File: src/hdl/cdq_pkg.sv
// ----------------------------------------------------------------------------
// cdq_pkg: shared definitions for the circular deque
// Action and status codes, the default depth and the pending-result record.
// ----------------------------------------------------------------------------
package cdq_pkg;

  localparam int DEPTH_DEF = 8;
  localparam int WORD_W    = 32;

  // Action codes of an input item; the remaining codes act as look only
  localparam logic [2:0] ACT_PUSH_FRONT = 3'd0;
  localparam logic [2:0] ACT_PUSH_REAR  = 3'd1;
  localparam logic [2:0] ACT_POP_FRONT  = 3'd2;
  localparam logic [2:0] ACT_POP_REAR   = 3'd3;
  localparam logic [2:0] ACT_LOOK       = 3'd4;

  // Status codes of a result item
  localparam logic [1:0] ST_DONE     = 2'd0;
  localparam logic [1:0] ST_OVERFLOW = 2'd1;
  localparam logic [1:0] ST_EMPTY    = 2'd2;

  typedef logic [WORD_W-1:0] word_t;

  // Result under construction while the slot read is in flight
  typedef struct packed {
    logic [1:0] status;
    logic       load_front;
    logic       load_rear;
  } pend_t;

endpackage

File: src/hdl/circular_deque.sv
// ----------------------------------------------------------------------------
// circular_deque: double-ended queue of signed 32-bit words
// Slots sit in a one-port-write, one-port-read synchronous memory; the front
// and rear words are also held in registers so that each item needs at most
// one slot read.
// ----------------------------------------------------------------------------
// Usage:
//   Raise start with in_action and in_push_value while busy is low; the item
//   is taken at that clock edge. Actions: push front, push rear, pop front,
//   pop rear, look (codes above look also act as look).
//   Exactly one result item follows per input item: in the cycle after the
//   accepting edge, out_valid is high for one cycle with out_status,
//   out_popped_value, out_front_value, out_rear_value and out_is_empty.
//   The receiver cannot stall; the result is gone after that cycle.
// Pacing:
//   busy is high during the result cycle, so no new item is taken until the
//   result has gone out. The registered read port of the slot memory sets
//   this, since it supplies the new end word after a pop.
// Reset:
//   rst_n (synchronous, active low) empties the deque: both indices go to
//   slot 0 and no result is pending. Slot contents are not cleared; only
//   occupied slots are ever read.
// ----------------------------------------------------------------------------
module circular_deque #(
  parameter int DEPTH = cdq_pkg::DEPTH_DEF
) (
  input  logic               clk,
  input  logic               rst_n,
  input  logic               start,
  output logic               busy,
  input  logic [2:0]         in_action,
  input  logic signed [31:0] in_push_value,
  output logic               out_valid,
  output logic [1:0]         out_status,
  output logic signed [31:0] out_popped_value,
  output logic signed [31:0] out_front_value,
  output logic signed [31:0] out_rear_value,
  output logic               out_is_empty
);

  localparam int AW = (DEPTH > 1) ? $clog2(DEPTH) : 1;
  localparam logic [AW-1:0] LAST_IDX = AW'(DEPTH - 1);

  localparam logic S_IDLE = 1'b0;
  localparam logic S_RESP = 1'b1;

  // Control state
  logic          state_r,     state_nxt;
  logic [AW-1:0] front_idx_r, front_idx_nxt;
  logic [AW-1:0] rear_idx_r,  rear_idx_nxt;
  logic          empty_r,     empty_nxt;

  // Payload state
  cdq_pkg::word_t front_word_r, front_word_nxt;
  cdq_pkg::word_t rear_word_r,  rear_word_nxt;
  cdq_pkg::word_t popped_r,     popped_nxt;
  cdq_pkg::pend_t pend_r,       pend_nxt;

  // Slot memory
  cdq_pkg::word_t slots_mem [DEPTH];
  cdq_pkg::word_t rd_data_r;
  logic           wr_en;
  logic [AW-1:0]  wr_addr;
  logic           rd_en;
  logic [AW-1:0]  rd_addr;

  logic          accept;
  logic          full;
  logic [AW-1:0] front_next, front_prev, rear_next, rear_prev;

  function automatic logic [AW-1:0] step_up(input logic [AW-1:0] i);
    step_up = (i == LAST_IDX) ? '0 : i + 1'b1;
  endfunction

  function automatic logic [AW-1:0] step_down(input logic [AW-1:0] i);
    step_down = (i == '0) ? LAST_IDX : i - 1'b1;
  endfunction

  assign busy   = (state_r == S_RESP);
  assign accept = start && !busy;

  assign front_next = step_up(front_idx_r);
  assign front_prev = step_down(front_idx_r);
  assign rear_next  = step_up(rear_idx_r);
  assign rear_prev  = step_down(rear_idx_r);
  assign full       = !empty_r && (rear_next == front_idx_r);

  // Decode the item, move the pointers, touch at most one slot
  always_comb begin
    state_nxt      = state_r;
    front_idx_nxt  = front_idx_r;
    rear_idx_nxt   = rear_idx_r;
    empty_nxt      = empty_r;
    front_word_nxt = front_word_r;
    rear_word_nxt  = rear_word_r;
    popped_nxt     = popped_r;
    pend_nxt       = pend_r;
    wr_en          = 1'b0;
    wr_addr        = '0;
    rd_en          = 1'b0;
    rd_addr        = '0;

    if (state_r == S_RESP) begin
      // Retire the result and take the new end word from memory
      state_nxt = S_IDLE;
      if (pend_r.load_front) begin
        front_word_nxt = rd_data_r;
      end
      if (pend_r.load_rear) begin
        rear_word_nxt = rd_data_r;
      end
    end else if (accept) begin
      state_nxt           = S_RESP;
      popped_nxt          = '0;
      pend_nxt.status     = cdq_pkg::ST_DONE;
      pend_nxt.load_front = 1'b0;
      pend_nxt.load_rear  = 1'b0;
      unique case (in_action) inside
        cdq_pkg::ACT_PUSH_FRONT, cdq_pkg::ACT_PUSH_REAR: begin
          if (full) begin
            pend_nxt.status = cdq_pkg::ST_OVERFLOW;
          end else if (empty_r) begin
            // First word lands in slot 0 and is both ends
            front_idx_nxt  = '0;
            rear_idx_nxt   = '0;
            empty_nxt      = 1'b0;
            wr_en          = 1'b1;
            wr_addr        = '0;
            front_word_nxt = in_push_value;
            rear_word_nxt  = in_push_value;
          end else if (in_action == cdq_pkg::ACT_PUSH_FRONT) begin
            front_idx_nxt  = front_prev;
            wr_en          = 1'b1;
            wr_addr        = front_prev;
            front_word_nxt = in_push_value;
          end else begin
            rear_idx_nxt  = rear_next;
            wr_en         = 1'b1;
            wr_addr       = rear_next;
            rear_word_nxt = in_push_value;
          end
        end
        cdq_pkg::ACT_POP_FRONT, cdq_pkg::ACT_POP_REAR: begin
          if (empty_r) begin
            pend_nxt.status = cdq_pkg::ST_EMPTY;
          end else begin
            popped_nxt = (in_action == cdq_pkg::ACT_POP_FRONT) ? front_word_r
                                                               : rear_word_r;
            if (front_idx_r == rear_idx_r) begin
              // Last word gone: return both ends to slot 0
              empty_nxt     = 1'b1;
              front_idx_nxt = '0;
              rear_idx_nxt  = '0;
            end else if (in_action == cdq_pkg::ACT_POP_FRONT) begin
              front_idx_nxt       = front_next;
              rd_en               = 1'b1;
              rd_addr             = front_next;
              pend_nxt.load_front = 1'b1;
            end else begin
              rear_idx_nxt       = rear_prev;
              rd_en              = 1'b1;
              rd_addr            = rear_prev;
              pend_nxt.load_rear = 1'b1;
            end
          end
        end
        default: begin
          // Look only: the deque stays as it is
        end
      endcase
    end
  end

  // Hold control state
  always_ff @(posedge clk) begin
    if (!rst_n) begin
      state_r     <= S_IDLE;
      front_idx_r <= '0;
      rear_idx_r  <= '0;
      empty_r     <= 1'b1;
      pend_r      <= '0;
    end else begin
      state_r     <= state_nxt;
      front_idx_r <= front_idx_nxt;
      rear_idx_r  <= rear_idx_nxt;
      empty_r     <= empty_nxt;
      pend_r      <= pend_nxt;
    end
  end

  // Hold end words and the popped word
  always_ff @(posedge clk) begin
    front_word_r <= front_word_nxt;
    rear_word_r  <= rear_word_nxt;
    popped_r     <= popped_nxt;
  end

  // Slot memory: one write port, one registered read port
  always_ff @(posedge clk) begin
    if (wr_en) begin
      slots_mem[wr_addr] <= in_push_value;
    end
    if (rd_en) begin
      rd_data_r <= slots_mem[rd_addr];
    end
  end

  // Drive the result item during the response cycle
  assign out_valid        = (state_r == S_RESP);
  assign out_status       = pend_r.status;
  assign out_popped_value = popped_r;
  assign out_is_empty     = empty_r;
  assign out_front_value  = empty_r ? '0 : (pend_r.load_front ? rd_data_r : front_word_r);
  assign out_rear_value   = empty_r ? '0 : (pend_r.load_rear ? rd_data_r : rear_word_r);

  // Each accepted item yields its result in the next cycle
  a_result_follows: assert property (@(posedge clk) disable iff (!rst_n)
    accept |=> out_valid)
    else $error("result did not follow an accepted item");

  // Results are single-cycle strobes
  a_single_strobe: assert property (@(posedge clk) disable iff (!rst_n)
    out_valid |=> !out_valid)
    else $error("result strobe held for more than one cycle");

  // An empty deque keeps both ends at slot 0
  a_empty_home: assert property (@(posedge clk) disable iff (!rst_n)
    empty_r |-> (front_idx_r == '0) && (rear_idx_r == '0))
    else $error("empty deque with ends away from slot 0");

  // At most one end word is reloaded per item
  a_one_reload: assert property (@(posedge clk) disable iff (!rst_n)
    !(pend_r.load_front && pend_r.load_rear))
    else $error("both end words marked for reload");

  // Overflow never reports an empty deque
  a_overflow_nonempty: assert property (@(posedge clk) disable iff (!rst_n)
    (out_valid && (out_status == cdq_pkg::ST_OVERFLOW)) |-> !out_is_empty)
    else $error("overflow reported on an empty deque");

endmodule

File: config.mk
export PLATFORM = sky130hd
export DESIGN_NAME = circular_deque
export DESIGN_NICKNAME = d
export VERILOG_FILES = /design/src/hdl/cdq_pkg.sv /design/src/hdl/circular_deque.sv
export SDC_FILE = /design/constraint.sdc
export NUM_CORES = 1
export LEC_CHECK = 0
export ABC_CLOCK_PERIOD_IN_PS = 5900
export BUFFER_PORTS_ARGS = -buffer_cell sky130_fd_sc_hd__clkbuf_2
export CAP_MARGIN = 20
export CORE_MARGIN = 2
export CORE_UTILIZATION = 52
export CTS_CLUSTER_SIZE = 25
export DETAILED_ROUTE_END_ITERATION = 8
export PLACE_DENSITY = 0.74
export SLEW_MARGIN = 20
export SYNTH_ARGS = -nofsm -noshare
export SYNTH_HDL_FRONTEND = slang
export SYNTH_SLANG_ARGS = --single-unit
File: constraint.sdc
create_clock -name clk -period 5.9 [get_ports clk]
set_clock_uncertainty 0.2 [all_clocks]
set_input_delay 1.18 -clock clk [delete_from_list [all_inputs] [get_ports clk]]
set_output_delay 1.18 -clock clk [all_outputs]
set_load 0.02 [all_outputs]
==> Word-level counts from Yosys, hierarchy flattened <==
Memories as Yosys holds them, arrays and structs flattened. A register that Yosys moved wholly into a read port is not among the register bits.
Index checks and enable logic that the tools add are counted.
{ "classes": {"bitwise_logic": 3, "n_reduce_logical": 21, "addsub": 4, "eq_ne": 15, "mux": 71} }
{ "ops": {"columns": ["cell", "n"], "rows": [
  ["$mux 32", 17],
  ["$mux 3", 28],
  ["$mux 1", 18],
  ["$ne 3x3->1 const B", 5],
  ["$reduce_and 7->1", 2],
  ["$pmux 3 s2", 2],
  ["$reduce_and 4->1", 3],
  ["$logic_not 3->1", 3],
  ["$mux 2", 4],
  ["$reduce_or 2->1", 4],
  ["$add 3x1->3 const B", 2],
  ["$eq 3x2->1 const B", 2],
  ["$eq 3x3->1", 2],
  ["$eq 3x3->1 const B", 2],
  ["$ne 2x2->1 const B", 3],
  ["$reduce_bool 2->1", 3],
  ["$sub 3x1->3 const B", 2],
  ["$pmux 2 s2", 1],
  ["$eq 3x1->1 const B", 1],
  ["$not 1->1", 3],
  ["$reduce_bool 3->1", 1],
  ["$logic_and 1x1->1", 2],
  ["$logic_not 1->1", 2],
  ["$pmux 1 s2", 1],
  ["$reduce_and 2->1", 1]
]} }
{ "word_totals": {"out_inout_bits": 101, "mem_count": 1, "word_cells": 125, "reg_bits": 108, "ramBits": 256} }
{ "mem_list": {"columns": ["memory", "words", "word_bits", "rd", "rd_ports_with_merged_regs", "wr", "line", "source"], "rows": [
  ["slots_mem", 8, 32, 1, 1, 1, "circular_deque.sv:60", "cdq_pkg::word_t slots_mem [DEPTH];"]
]} }

==> Depth between registers and ports, before layout <==
Gate-level depths: netlist of run 1.
{ "depth": {"depth_word": 10, "depth_mapped": 11, "mapped_depth_nobuf": 7} }

==> Least setup slack after synthesis of run 1 <==
Ideal clock, no wire load.
{ "synth_timing": {"kind": "input to register", "start": "input port start", "end": "memory slots_mem[1][0] (netlist bit), enable pin", "t_arrival_ns": 5.723, "path_slack_ns": -0.525, "path_stages": 6, "setup_ns": 0.501, "required_time_ns": 5.199, "path_cell_list": "nand2b_1 -> clkbuf_1 -> inv_1 -> nand2_1 -> or3_1 -> nor4_1"} }
{ "synth_between": {"elab_chain_len": 5, "elab_cells_between_ends": 7, "cone_classes": "6 x mux; 1 x reduce/logical"} }
{ "synth_rtl": {"columns": ["element", "line", "source"], "rows": [
  ["start, declared", "circular_deque.sv:29", "input logic start,"],
  ["$logic_and 1x1->1 *", "circular_deque.sv:80", "assign accept = start && !busy;"],
  ["named net accept", "circular_deque.sv:67", "logic accept;"],
  ["$mux 1", "circular_deque.sv:112", "end else if (accept) begin"],
  ["$mux 1", "circular_deque.sv:103", "if (state_r == S_RESP) begin"],
  ["$mux 1", "circular_deque.sv:200", "if (wr_en) begin"],
  ["$mux 1 (implied by the code)", "circular_deque.sv:201", "slots_mem[wr_addr] <= in_push_value;"],
  ["end, declared", "circular_deque.sv:60", null]
]} }
Mark *: on every way through the listed nets, which the timed path passes. The rest lies on a longest branch.

==> Final worst setup path of run 1 <==
{ "layout_timing": {"start": "input port in_action[0]", "end": "memory slots_mem[6][20] (netlist bit), enable pin"} }
{ "layout_between": {"elab_chain_len": 7, "elab_cells_between_ends": 14, "cone_classes": "1 x eq/ne; 11 x mux; 2 x reduce/logical"} }
{ "layout_rtl": {"columns": ["element", "line", "source"], "rows": [
  ["start, declared", "circular_deque.sv:31", "input logic [2:0] in_action,"],
  ["$eq 3x1->1 (no source line) or $logic_not 3->1 (tied branches)", null, null],
  ["$reduce_or 2->1 or $mux 3 (tied branches)", "circular_deque.sv:118, circular_deque.sv:131", null],
  ["$mux 1 or $mux 3 (tied branches)", "circular_deque.sv:118, circular_deque.sv:122", null],
  ["$mux 1 or $mux 3 (tied branches)", "circular_deque.sv:112, circular_deque.sv:120", null],
  ["$mux 1 or $mux 3 (tied branches)", "circular_deque.sv:103, circular_deque.sv:118", null],
  ["$mux 1 or $mux 3 (tied branches)", "circular_deque.sv:200, circular_deque.sv:112", null],
  ["$mux 1 (implied by the code) or $mux 3 (tied branches)", "circular_deque.sv:201, circular_deque.sv:103", null]
]} }
Parallel ways exist; a longest one is shown, timed or not.

==> out/metrics.cfg, run 1 <==
[power]
clock_power_share_pct=41.3
power.net_switching_uw=1300
power_density_nw_per_um2=305
ir_drop_uv=206
internal_power_uw=4700
comb_power_share_pct=5.7
power_switching_share_pct=21.6
power.share.sequential_pct=53.0
power.leakage_uw=0.00681

[die]
rows=66
top_level_ports=139
floorplan_die_height_um=186
die-area_um2=34500
core_area_um2=32500
floorplan.initialDensity_pct=52.8
die_width_um=186

[drt]
routed_via_density=6.35
postRouteAntennaNets=0
route.detailed.wl_per_inst_um=23.4
first_pass_iters=6
finalWirelength_um=42900
drt-initial-drc-count=1534
total_via_count_after_detailed_routing=11600
detail_route.drc_violations=0

[logic_synthesis]
postSynthAreaPerCell_um2=13.5
synthDistinctLibCells=50
synth_cells=1270
synth.yosys.seq_area_share_pct=68.5
synth-seq-cells=396
synth-async-reset-ratio_pct=0
synthesis.nets=1316
postSynth.topFlopCell=edfxtp_1
syn-cell-area_um2=17200
synth_edf_count=384
ys_warn_count=0

[clock_network]
clkTransAtPathRegs_ns=0.06
cts-hold-fix-buffers=0
tritoncts.num_buffers=40
worstSkewPairLatency_ns=0.53
cts_post_setup_buffers_inserted=0
clock_tree.buffer_depth=3
cell_at_the_root_of_the_clock_tree=clkbuf_16
clock-sinks=396
cts_max_level=2
postCtsResizedCells=0
tritoncts=built

[timing]
rsz0062_at_grt=no
tns_ns=0
finalSetupViolations=0
layout_worst_path_cycle_share_pct=69.7
worst_case_headroom_to_the_max_slew_limit_pct=22.3
min_clock_period_post_route_ns=4.11
max_slew.worst_pin.slew_ns=1.17
final_hold_fails=0
fmaxAchievable_ghz=0.243
final_max_slew_viols=0

[global_route]
grt_most_used_layer=met1
global_route.usage.met1_pct=37.2
maximum_number_of_pins_on_one_net_before_global_route_repair=81
first_global_vias=10900
grtUsageMet2_pct=36.6
grt_first_pass_wirelength_um=65100
global_route_congestion_overflow_total=0
grt_antenna_before_repair=0
track_usage_pct=24.7
global_route.usage.met3_pct=4.91

[final_layout]
final_util_pct=60.5
multi_input_area_um2=5040
final_common_cell=edfxtp_1
nFillCells=2477
final_instance_area_um2=19700
final-seq-area_um2=11800
post_route_cells_drive_above_1_share_pct=17.5
mostFrequentLayoutCells=edfxtp_1 (384), nor2_1 (140), clkbuf_2 (138), mux2i_1 (97), and3_1 (83)
flow.area_growth_from_synthesis_pct=14.7
fin_nets=1406

[min_path]
min_path_type=reg -> reg

[placed_design]
port_buffers=138
finalWeightedCongestion=0.897
dp_hpwl_um=25600
placed_inst_area_um2=18300

[worst_setup_path]
cp-start-kind=primary input
worstPathMaxFanout=38
setup.worst_path.class=in -> reg
crit_arrival_ns=4.14
cp.required_ns=5.93
critPathCaptureType=register

[run_status]
outcome=completed

[flow_run]
maxCapViolations=0

==> stage by stage <==
stage                     instances  hold slack (ns)  total power, uW  setup slack (ns)
after floorplan                1270            0.232             3440            -0.525
after global placement         1755            0.256             3560              1.34
after detailed placement       1756            0.261             3570              1.23
after CTS                      1829            0.269             6020              1.78
after global routing           1833            0.298             6160              1.64
final                          1835            0.270             6000              1.79
==> per-layer routing <==
layer | share of wire (%) | wire (um) | vias up
li1 | - | - | 5174
met1 | 44 | 18700 | 5802
met2 | 45 | 19400 | 610
met3 | 9.5 | 4100 | 59
met4 | 1.7 | 727 | 0
met5 | 0 | 0 | -
==> cell usage after synthesis (2+ instances only) <==
cell type / n / area share, %
a21boi_0: 9 / 0.39
a221oi_1: 18 / 0.92
o31ai_1: 9 / 0.39
and2_1: 2 / 0.073
nand2b_1: 4 / 0.15
o21bai_1: 4 / 0.17
a211o_1: 2 / 0.10
dfxtp_1: 12 / 1.4
mux2i_1: 97 / 5.7
buf_4: 3 / 0.13
a211oi_1: 12 / 0.52
o211ai_1: 3 / 0.13
nor4_1: 2 / 0.073
buf_2: 5 / 0.15
xnor2_1: 3 / 0.15
or3_1: 3 / 0.11
and3_1: 84 / 3.1
or3b_1: 2 / 0.10
xor2_1: 2 / 0.10
clkbuf_1: 100 / 2.2
a32o_1: 23 / 1.3
nor3_1: 7 / 0.20
ha_1: 8 / 0.58
a31oi_1: 23 / 0.84
inv_1: 7 / 0.15
nor2_1: 146 / 3.2
o21ai_0: 49 / 1.4
edfxtp_1: 384 / 67
a221o_1: 46 / 2.7
a21oi_1: 79 / 2.3
a22oi_1: 5 / 0.22
o32ai_1: 9 / 0.46
nand2_1: 7 / 0.15
buf_1: 9 / 0.20
a311oi_1: 5 / 0.25
nand3_1: 73 / 2.1
==> cell type report <==
cell class / instances / share of cell area [%]
sequential: 396 / 59.8
tap: 442 / 2.81
clock buffer: 54 / 5.62
inverter: 8 / 0.153
timing repair buffer: 165 / 5.07
clock inverter: 19 / 0.871
antenna: 2 / 0.0254
multi-input combinational: 749 / 25.6
==> state kept, by name, summed over array words and instances, names as in the netlist <==
name / count
front_word_r: 32
out_popped_value: 32
busy: 1
rear_word_r: 32
rear_idx_r: 3
pend_r: 2
out_status: 2
front_idx_r: 3
out_is_empty: 1
slots_mem: 256
rd_data_r: 32
==> cells by family after synthesis <==
group / Yosys count / synth area share, %
flops: 396 / 68.5
simple gates: 336 / 9.53
compound gates: 303 / 12.6
buf+inv: 125 / 2.83
mux: 97 / 5.65
fa+ha+maj: 8 / 0.583
xor+xnor: 5 / 0.255
==> power groups by stage <==
stage / clock network [uW] / logic [uW] / registers, uW
after global placement: 0 / 322 / 3240
after CTS: 2500 / 334 / 3180
final: 2480 / 341 / 3180
after global routing: 2610 / 371 / 3190
after detailed placement: 0 / 332 / 3240
after floorplan: 0 / 193 / 3240
==> worst max-delay path, cell delays in order <==
cell and delay (ns):
clkbuf_2 0.09, buf_4 0.54, or3_1 0.26, nand2_1 0.09, a2111oi_0 0.68, nand2_1 0.31
nor2_4 0.64, buf_4 0.34
==> worst paths after layout <==
kind	from	to	slack, ns	depth (start not counted)
worst min register to register	out_status[1]	out_status[1]	0.27	2
worst max register to register	rear_idx_r[0]	slots_mem[6][20]	1.97	8
worst max-delay path	in_action[0]	slots_mem[6][20]	1.79	8
worst min-delay path	out_status[1]	out_status[1]	0.27	2
Note: power is estimated with default switching activity, not from simulation.
==> run 2, diff against run 1 <==
- ABC_CLOCK_PERIOD_IN_PS: 5900 -> 3300
- clock period: 5.9 -> 3.3 ns (I/O delays scaled with it)
==> run 2 against run 1 <==
Effect of this change: final cell count is 1.5% higher; clock power increased by 90%; die area stayed put; power rose by 84%; sequential share of layout area decreased by 1.7 points; combinational power rose by 89%; count of clock-buffer cells in the layout is 8 lower; hold slack worse by 0.12 ns; critical path depth grew 3; critical endpoint is now slots_mem[4][25]; largest power group unchanged.
==> out/metrics.cfg, run 2 (synthesis results as in run 1) <==
[run_status]
outcome=completed

[final_layout]
mostFrequentLayoutCells=edfxtp_1 (384), nor2_1 (140), clkbuf_2 (138), mux2i_1 (97), and3_1 (84)
final_cell_count_no_fill=1863
post_route_cells_drive_above_1_share_pct=19.9
final_instance_area_um2=20200
nFillCells=2440
largest-register=slots_mem
flow.area_growth_from_synthesis_pct=17.9
largest_reg_flops=256
final_common_cell=edfxtp_1
final_util_pct=62.2
fin_nets=1435

[die]
rows=66
floorplan_die_height_um=186
core_area_um2=32500
die-area_um2=34500
floorplan.initialDensity_pct=52.8
top_level_ports=139
die_width_um=186

[clock_network]
worstSkewPairLatency_ns=0.54
tritoncts.num_buffers=41
cts_max_level=2
postCtsResizedCells=1
cell_at_the_root_of_the_clock_tree=clkbuf_16
clock_tree.buffer_depth=3
clkTransAtPathRegs_ns=0.06
clock-sinks=396
cts-hold-fix-buffers=0
tritoncts=built
cts_post_setup_buffers_inserted=0

[worst_setup_path]
crit_path_from=rear_idx_r[0]
crit_arrival_ns=3.12
critPathCaptureType=register
r2r_start=rear_idx_r[0]
cp.required_ns=3.32
setup.worst_path.class=reg -> reg
crit-reg2reg-capture=slots_mem[4][25]
cp-start-kind=register
r2r.worst_path.cells=11
worstPathMaxFanout=19
rrSetupSlack_ns=0.21

[timing]
rsz0062_at_grt=no
finalSetupViolations=0
final_max_slew_viols=0
layout_worst_path_cycle_share_pct=93.7
fmaxAchievable_ghz=0.323
worst_case_headroom_to_the_max_slew_limit_pct=42.7
final_hold_fails=0
max_slew.worst_pin.slew_ns=0.859
min_clock_period_post_route_ns=3.09
worst_hold_slack_ns=0.145
setup_slack_ns=0.208

[placed_design]
port_buffers=138
placed_inst_area_um2=18800
finalWeightedCongestion=0.884
dpl_worst_slack_ns=0.0106
dp_hpwl_um=26300
place.detailed.instances=1786

[drt]
total_via_count_after_detailed_routing=11900
postRouteAntennaNets=0
routed_via_density=6.37
drt-met1-wl_um=18300
finalWirelength_um=44200
detail_route.drc_violations=0
drt-initial-drc-count=1550
met3WireLength_um=4710
dr.max_layer_used=met4
met2_wirelength_um=20600
route.detailed.wl_per_inst_um=23.8
first_pass_iters=5

[min_path]
min-delay-start=rst_n
holdPathEnd=out_is_empty
min_path_type=in -> reg
worstHoldPathCells=2

[flow_run]
maxCapViolations=0

[global_route]
first_global_vias=11200
grt_antenna_before_repair=1
track_usage_pct=25.5
global_route_congestion_overflow_total=0
grt_first_pass_wirelength_um=66800
maximum_number_of_pins_on_one_net_before_global_route_repair=97

[power]
power.leakage_uw=0.00706
power_density_nw_per_um2=545
ir_drop_uv=345

-- run 2: cell types whose count changed in the layout (fill, tap and decap cells not counted), sizes merged --
cell and delta:
bufinv +4, inv +1, diode -1, buf +28
clkbuf -8, clkinvlp +4
-- run 2: per-stage QoR --
step	total power [uW]	setup TNS, ns
6_report	11000	0
5_1_grt	11300	0
3_3_place_gp	6380	0
4_1_cts	11100	0
3_5_place_dp	6410	0
2_1_floorplan	6150	-16.03
-- run 2: critical path, stage by stage (launching register included) --
cell	delay (ns)
dfxtp_1	0.33
buf_4	0.17
inv_1	0.10
ha_1	0.43
xor2_1	0.17
a2111oi_1	0.07
buf_4	0.16
a2111oi_2	0.42
buf_4	0.19
nand2_1	0.13
nor2_4	0.20
buf_12	0.21
-- run 2: layer usage --
layer,GRT usage (%),vias up
li1,-,5235
met2,39.2,694
met3,5.54,54
met5,0,-
met4,6.33,0
met1,37.2,5880
-- run 2: final cells by class --
cell class              count  area, um^2  share of cell area (%)
flip-flops and latches    396       11800                    58.2
clock inverters            28         325                    1.61
inverters                   8        33.8                   0.167
well taps                 442         553                    2.73
diodes                      1        2.50                  0.0124
clock buffers              46        1050                    5.21
multi-input cells         749        5080                    25.1
repair buffers            193        1420                    7.00
-- run 2: power by group --
part	switching, uW	leakage [uW]	internal [uW]	total (uW)
Clock	1850	0.000672	2850	4700
Sequential	43.9	0.00361	5630	5680
Combinational	443	0.00278	203	646
Total	2340	0.00706	8690	11000
-- run 2: worst max-delay path by stage --
stage / endpoint / slack (ns)
2_1_floorplan: slots_mem[1][0] / -0.31
3_3_place_gp: slots_mem[4][18] / 0.07
3_5_place_dp: slots_mem[4][16] / 0.01
4_1_cts: slots_mem[6][27] / 0.1
5_1_grt: slots_mem[6][10] / 0.08
6_report: slots_mem[4][25] / 0.21
